--- src/sv/lrwb_pkg.sv ---
`default_nettype none
package lrwb_pkg;

  localparam int unsigned WORD_W = 32;
  localparam int unsigned WIDE_W = 64;
  localparam int unsigned PROD_W = 48;
  localparam int unsigned MULT_W = 16;
  localparam int unsigned CNT_W  = 6;

  localparam logic [MULT_W-1:0] LCG_MULT = 16'd42871;
  localparam logic [WORD_W-1:0] LCG_MOD  = 32'hffff_ffff;
  localparam logic [WORD_W-1:0] SEED_RST = 32'd1;

  localparam logic [1:0] OP_DRAW32     = 2'd0;
  localparam logic [1:0] OP_DRAW32_MOD = 2'd1;
  localparam logic [1:0] OP_DRAW64     = 2'd2;
  localparam logic [1:0] OP_DRAW64_MOD = 2'd3;

  typedef enum logic [4:0] {
    ST_IDLE = 5'b00001,
    ST_MUL  = 5'b00010,
    ST_RED  = 5'b00100,
    ST_DIV  = 5'b01000,
    ST_OUT  = 5'b10000
  } seq_state_t;

  typedef struct packed {
    logic busy;
    logic done;
  } div_sts_t;

  // 48-bit product folded mod 2^32-1: hi + lo, one conditional subtract
  function automatic logic [WORD_W-1:0] lcg_reduce(input logic [PROD_W-1:0] p);
    logic [WORD_W:0] s;
    s = {1'b0, p[WORD_W-1:0]} + {{(WORD_W+1-(PROD_W-WORD_W)){1'b0}}, p[PROD_W-1:WORD_W]};
    if (s >= {1'b0, LCG_MOD}) begin
      s = s - {1'b0, LCG_MOD};
    end
    return s[WORD_W-1:0];
  endfunction

endpackage
`default_nettype wire

--- src/sv/lehmer_random_with_bound.sv ---
// a 32-bit draw runs one multiply and fold; a 64-bit draw runs two, high word first
// bounded draws add a 64-step remainder loop, one bit per cycle, in a shared divider
// each draw is a multiply step and a fold step on the single 16x32 multiplier
// a new item is taken only in idle, after the last result is loaded; ST_OUT waits while the output is stalled
// synchronous active-low reset: generator state and seed return to 1, no item in flight
`default_nettype none
module lehmer_random_with_bound
  import lrwb_pkg::*;
(
  input  wire logic              clk,
  input  wire logic              rst_n,
  input  wire logic              cfg_wr_en,
  input  wire logic [WORD_W-1:0] cfg_wr_data,
  input  wire logic              in_valid,
  output logic                   in_stall,
  input  wire logic [1:0]        in_op,
  input  wire logic [WIDE_W-1:0] in_bound,
  output logic                   out_valid,
  input  wire logic              out_stall,
  output logic      [WIDE_W-1:0] out_value,
  output logic                   out_bad_bound,
  output logic      [WORD_W-1:0] out_state_after
);

  seq_state_t        state_r, state_nxt;
  logic [1:0]        op_r, op_nxt;
  logic [WIDE_W-1:0] bound_r, bound_nxt;
  logic [WORD_W-1:0] gen_r, gen_nxt;
  logic [PROD_W-1:0] prod_r, prod_nxt;
  logic [WORD_W-1:0] hi_r, hi_nxt;
  logic              second_r, second_nxt;
  logic [WIDE_W-1:0] res_r, res_nxt;
  logic              bad_r, bad_nxt;
  logic              out_valid_r, out_valid_nxt;
  logic [WIDE_W-1:0] out_value_r, out_value_nxt;
  logic              out_bad_r, out_bad_nxt;
  logic [WORD_W-1:0] out_state_r, out_state_nxt;

  logic [WORD_W-1:0] draw;
  logic [WIDE_W-1:0] raw;
  logic [WIDE_W-1:0] bnd;
  logic              wide_op;
  logic              mod_op;
  logic              div_start;
  div_sts_t          div_sts;
  logic [WIDE_W-1:0] div_rem;

  lrwb_divider u_div (
    .clk      (clk),
    .rst_n    (rst_n),
    .start    (div_start),
    .dividend (raw),
    .divisor  (bnd),
    .sts      (div_sts),
    .rem      (div_rem)
  );

  always_comb begin
    wide_op = op_r inside {OP_DRAW64, OP_DRAW64_MOD};
    mod_op  = op_r inside {OP_DRAW32_MOD, OP_DRAW64_MOD};
    draw    = lcg_reduce(prod_r);
    raw     = wide_op ? {hi_r, draw} : {{(WIDE_W-WORD_W){1'b0}}, draw};
    bnd     = (op_r == OP_DRAW32_MOD) ? {{(WIDE_W-WORD_W){1'b0}}, bound_r[WORD_W-1:0]}
                                      : bound_r;
  end

  always_comb begin
    state_nxt     = state_r;
    op_nxt        = op_r;
    bound_nxt     = bound_r;
    gen_nxt       = gen_r;
    prod_nxt      = prod_r;
    hi_nxt        = hi_r;
    second_nxt    = second_r;
    res_nxt       = res_r;
    bad_nxt       = bad_r;
    out_valid_nxt = out_valid_r && out_stall;
    out_value_nxt = out_value_r;
    out_bad_nxt   = out_bad_r;
    out_state_nxt = out_state_r;
    div_start     = 1'b0;
    case (state_r)
      ST_IDLE: begin
        if (in_valid) begin
          op_nxt     = in_op;
          bound_nxt  = in_bound;
          second_nxt = 1'b0;
          state_nxt  = ST_MUL;
        end
      end
      ST_MUL: begin
        prod_nxt  = PROD_W'(LCG_MULT) * PROD_W'(gen_r);
        state_nxt = ST_RED;
      end
      ST_RED: begin
        gen_nxt = draw;
        if (wide_op && !second_r) begin
          hi_nxt     = draw;
          second_nxt = 1'b1;
          state_nxt  = ST_MUL;
        end else if (mod_op && (bnd == '0)) begin
          res_nxt   = '0;
          bad_nxt   = 1'b1;
          state_nxt = ST_OUT;
        end else if (mod_op) begin
          div_start = 1'b1;
          state_nxt = ST_DIV;
        end else begin
          res_nxt   = raw;
          bad_nxt   = 1'b0;
          state_nxt = ST_OUT;
        end
      end
      ST_DIV: begin
        if (div_sts.done) begin
          res_nxt   = div_rem;
          bad_nxt   = 1'b0;
          state_nxt = ST_OUT;
        end
      end
      ST_OUT: begin
        if (!out_valid_r || !out_stall) begin
          out_valid_nxt = 1'b1;
          out_value_nxt = res_r;
          out_bad_nxt   = bad_r;
          out_state_nxt = gen_r;
          state_nxt     = ST_IDLE;
        end
      end
      default: begin
        state_nxt = ST_IDLE;
      end
    endcase
    if (cfg_wr_en) begin
      gen_nxt = cfg_wr_data;
    end
  end

  always_ff @(posedge clk) begin
    if (!rst_n) begin
      state_r     <= ST_IDLE;
      gen_r       <= SEED_RST;
      second_r    <= 1'b0;
      out_valid_r <= 1'b0;
    end else begin
      state_r     <= state_nxt;
      gen_r       <= gen_nxt;
      second_r    <= second_nxt;
      out_valid_r <= out_valid_nxt;
    end
    op_r        <= op_nxt;
    bound_r     <= bound_nxt;
    prod_r      <= prod_nxt;
    hi_r        <= hi_nxt;
    res_r       <= res_nxt;
    bad_r       <= bad_nxt;
    out_value_r <= out_value_nxt;
    out_bad_r   <= out_bad_nxt;
    out_state_r <= out_state_nxt;
  end

  assign in_stall        = (state_r != ST_IDLE);
  assign out_valid       = out_valid_r;
  assign out_value       = out_value_r;
  assign out_bad_bound   = out_bad_r;
  assign out_state_after = out_state_r;

endmodule
`default_nettype wire

--- src/sv/lrwb_divider.sv ---
`default_nettype none
module lrwb_divider
  import lrwb_pkg::*;
(
  input  wire logic              clk,
  input  wire logic              rst_n,
  input  wire logic              start,
  input  wire logic [WIDE_W-1:0] dividend,
  input  wire logic [WIDE_W-1:0] divisor,
  output div_sts_t               sts,
  output logic      [WIDE_W-1:0] rem
);

  logic [WIDE_W-1:0] rem_r, rem_nxt;
  logic [WIDE_W-1:0] dvd_r, dvd_nxt;
  logic [WIDE_W-1:0] dsr_r, dsr_nxt;
  logic [CNT_W-1:0]  cnt_r, cnt_nxt;
  logic              busy_r, busy_nxt;
  logic              done_r, done_nxt;
  logic [WIDE_W:0]   trial;

  // restoring remainder, one dividend bit per cycle
  always_comb begin
    rem_nxt  = rem_r;
    dvd_nxt  = dvd_r;
    dsr_nxt  = dsr_r;
    cnt_nxt  = cnt_r;
    busy_nxt = busy_r;
    done_nxt = 1'b0;
    trial    = {rem_r, dvd_r[WIDE_W-1]};
    if (start) begin
      rem_nxt  = '0;
      dvd_nxt  = dividend;
      dsr_nxt  = divisor;
      cnt_nxt  = '0;
      busy_nxt = 1'b1;
    end else if (busy_r) begin
      if (trial >= {1'b0, dsr_r}) begin
        rem_nxt = WIDE_W'(trial - {1'b0, dsr_r});
      end else begin
        rem_nxt = trial[WIDE_W-1:0];
      end
      dvd_nxt = {dvd_r[WIDE_W-2:0], 1'b0};
      cnt_nxt = cnt_r + 1'b1;
      if (cnt_r == {CNT_W{1'b1}}) begin
        busy_nxt = 1'b0;
        done_nxt = 1'b1;
      end
    end
  end

  always_ff @(posedge clk) begin
    if (!rst_n) begin
      busy_r <= 1'b0;
      done_r <= 1'b0;
      cnt_r  <= '0;
    end else begin
      busy_r <= busy_nxt;
      done_r <= done_nxt;
      cnt_r  <= cnt_nxt;
    end
    rem_r <= rem_nxt;
    dvd_r <= dvd_nxt;
    dsr_r <= dsr_nxt;
  end

  assign sts.busy = busy_r;
  assign sts.done = done_r;
  assign rem      = rem_r;

endmodule
`default_nettype wire

--- config.mk ---
export PLATFORM = sky130hd
export DESIGN_NAME = lehmer_random_with_bound
export DESIGN_NICKNAME = d
export VERILOG_FILES = /design/src/sv/lrwb_pkg.sv /design/src/sv/lehmer_random_with_bound.sv /design/src/sv/lrwb_divider.sv
export SDC_FILE = /design/constraint.sdc
export NUM_CORES = 2
export LEC_CHECK = 0
export ABC_AREA = 0
export BUFFER_PORTS_ARGS = -buffer_cell sky130_fd_sc_hd__buf_2
export CORE_MARGIN = 3
export CORE_UTILIZATION = 44
export CTS_BUF_LIST = sky130_fd_sc_hd__clkbuf_16
export CTS_CLUSTER_DIAMETER = 40
export DETAILED_ROUTE_END_ITERATION = 10
export GPL_TIMING_DRIVEN = 0
export PLACE_DENSITY_LB_ADDON = 0.3
export SLEW_MARGIN = 10
export SYNTH_ARGS = -nofsm -noshare
export SYNTH_HDL_FRONTEND = slang
export SYNTH_SLANG_ARGS = --single-unit
--- constraint.sdc ---
create_clock -name clk -period 6.3 [get_ports clk]
set_input_delay 0.63 -clock clk [delete_from_list [all_inputs] [get_ports clk]]
set_output_delay 0.63 -clock clk [all_outputs]
set_load 0.02 [all_outputs]
==> flow_summary_export.csv <==
group,metric,value,unit
outcome,status,"finished, final reports clean",
power_and_ir_drop,p_leak,18.86,nW
logic_synthesis,syn_avg_cell_area,10.52,sq um
grt,grt_max_degree,65,
sta,finalCritPeriodShare,0.9995,
floorplanning,die_area,87340,sq um
logic_synthesis,syn_inst,3506,
worst_hold_path,hold_start,"in_bound[40]",
sta,tightest_slew,1.299,ns
routing,wl_per_cell,22.11,um
logic_synthesis,synth_top_flop_cell,"edfxtp_1",
worst_hold_path,holdPathEnd,"bound_r[40]",
power_and_ir_drop,p_per_area,494.2,nW/um^2
place,dpl.hpwl,85760,um
floorplanning,die_w,295.5,um
floorplanning,io_pins,202,
logic_synthesis,yosys-top-cells-count,"534 x inv_1, 436 x edfxtp_1, 339 x nand2_1, 284 x ha_1, 262 x fa_1",
clock_network,clockBufferDepth,3,
critical_path,reg2reg_slack,0.003,ns
sta,rsz0062_at_grt,"yes",
sta,slew_viol_final,0,
routing,num_vias,28190,
clock_network,htree_levels,3,
logic_synthesis,yosysWarnings,0,
sta,tns,0,ns
clock_network,tritoncts,"built",
final_layout,drive_gt1_frac,0.1574,
routing,routed_wirelength,111000,um
clock_network,path_clk_slew,0.06,ns
logic_synthesis,yosysMostFrequentCell,"inv_1",
final_layout,nets,4531,
routing,drtIter0Drc,2625,
sta,max_slew_margin,0.1323,
critical_path,crit_required,6.69,ns
sta,finClkSkew,0.04401,ns
critical_path,r2r-start,"gen_r[5]",
critical_path,worstPathArrival,6.68,ns
grt,grt_usage,0.2538,
critical_path,endpoint_kind,"register",
logic_synthesis,ys_seq_area_frac,0.4152,
logic_synthesis,synth_nets,4155,
final_layout,diodes,0,
final_layout,fillers,7278,
grt,grt_pass1_vias,27160,
place,gp_congestion,0.9616,
power_and_ir_drop,ir_drop,0.5771,mV
place,io_buffer_count,200,
logic_synthesis,netlist-cell-type-count,91,
routing,viasPerCell,5.614,
clock_network,clkSinkCount,547,
clock_network,cts_buffers,83,
routing,drt-pass1-iter-count,5,
critical_path,reg2regPathDepth,23,
grt,grt_remaining_overflow,0,
logic_synthesis,synth_top_area_frac,0.3550,
clock_network,ctsHoldBuffers,0,
sta,hold_viol,0,
logic_synthesis,synth_edf_count,436,
routing,drc,0,
logic_synthesis,ys_seq_elements,547,
worst_hold_path,hold_class,"in -> reg",
logic_synthesis,postSynth.asyncResetShare,0,
critical_path,critPathMaxFanout,3,
logic_synthesis,syn_area,36880,sq um
logic_synthesis,synth_top_area_cell,"edfxtp_1",
sta,finalCriticalPeriod,6.297,ns
floorplanning,core-area,82500,sq um
final_layout,area_growth,18.56,%
worst_hold_path,hold_depth,1,
logic_synthesis,synthTopCellsByArea,"edfxtp_1 35%, fa_1 14%, ha_1 9.6%",
critical_path,setup.worst_path.start_class,"register",
clock_network,root_buffer,"clkbuf_16",
sta,fmax,0.1588,GHz
critical_path,reg2reg_to,"prod_r[36]",
sta,fin_ws,0.003250,ns
floorplanning,die_y,295.5,um
sta,setup_viol,0,
floorplanning,start_util,0.4470,
clock_network,insertion_delay,0.66,ns
job,drv_cap,0,
grt,antenna_found_initial,5,
grt,grt_pass1_wl,166100,um
routing,antenna_left,0,
floorplanning,num_rows,105,
critical_path,path_class,"reg -> reg",
place,pre_cts_slack,-0.9593,ns
==> metrics by stage <==
step	hold slack, ns	area, sq um	instances	util	total power, mW
2_1_floorplan	0.4003	36930	3506	-	12.31
3_3_place_gp	0.4022	39270	4776	0.4760	15.06
3_5_place_dp	0.4045	39610	4789	0.4801	15.16
4_1_cts	0.1213	43160	4988	0.5231	20.52
5_1_grt	0.1254	43730	5021	0.5300	23.08
6_report	0.1516	43730	5021	0.5300	21.61
==> state kept, by name (all words and copies together) (netlist names), 2 cells and up <==
register	flops
bound_r	64
out_value	64
res_r	64
u_div.dsr_r	64
u_div.dvd_r	64
u_div.rem	64
prod_r	48
gen_r	32
hi_r	32
out_state_after	32
u_div.cnt_r	6
state_r	5
op_r	2
==> worst max-delay path, stage by stage, from the launching register on <==
cell,delay [ns]
dfxtp_4,0.40
inv_6,0.05
fa_1,0.48
fa_1,0.48
inv_1,0.05
fa_1,0.49
inv_1,0.05
fa_1,0.49
inv_2,0.04
fa_1,0.48
inv_1,0.05
fa_1,0.49
inv_2,0.04
ha_4,0.21
a211o_1,0.31
or4_4,0.47
a21oi_4,0.20
o21ai_4,0.11
a21boi_2,0.16
o21ai_1,0.11
a21o_1,0.19
a21o_1,0.21
a311oi_2,0.30
xnor2_1,0.15
==> per-layer routing <==
| metal | track usage | wire length, um |
|---|---|---|
| met1 | 0.3804 | 50410 |
| met2 | 0.3754 | 47930 |
| met3 | 0.04995 | 9811 |
| met4 | 0.06843 | 2840 |
| met5 | 0 | 13 |
==> cells by family after synthesis <==
group,synth area share
xor gates and xnor gates,0.03179
DFF,0.4152
muxes,0.004139
buffers and inverters,0.06903
and+or+nand+nor,0.09977
adders and majority gates,0.2386
AOI/OAI and AO/OA,0.1415
==> cell type report <==
cell class                      count  area [sq um]  area share
Buffer                            134         539.3     0.01233
Clock buffer                       86          2152     0.04921
Clock inverter                     68         785.8     0.01797
Inverter                          535          2046     0.04678
Multi-Input combinational cell   2290         19480      0.4454
Sequential cell                   547         15420      0.3527
Tap cell                         1070          1339     0.03062
Timing Repair Buffer              291          1966     0.04495
==> where the power goes <==
group / total [mW] / switching (mW) / internal [mW]
sequential: 5.02 / 0.407 / 4.61
clock: 4.83 / 1.83 / 3.00
combinational: 11.8 / 6.86 / 4.90
total: 21.6 / 9.10 / 12.5
==> repair_timing <==
action                                  in CTS  in global routing
endpoints found under the setup margin      23                 17
setup buffers                               45                 33
gates resized for setup                     80                 81
gates cloned                                 0                  0
pin swaps                                   33                 93
==> worst max path at each step <==
stage	from	endpoint	slack [ns]
floorplan	gen_r[7]	prod_r[46]	-0.01
global placement	state_r[2]	out_value[37]	-3.12
detailed placement	gen_r[13]	prod_r[46]	-0.96
CTS	gen_r[4]	prod_r[44]	-0.11
global route	gen_r[5]	prod_r[44]	-0.20
finish	gen_r[5]	prod_r[36]	0.003
==> cells in the final DEF (no fill, tap or decap), types with 73 or more instances in the layout <==
master       n
a21o_1      76
o21ai_0    252
edfxtp_1   436
dfxtp_1     80
clkbuf_1   114
xnor2_1     87
nand2_1    338
inv_1      507
buf_4       73
ha_1       262
clkbuf_16   86
nor2_1     115
a21oi_1    190
buf_2      207
fa_1       258
Power figures use the tool's default switching activity.
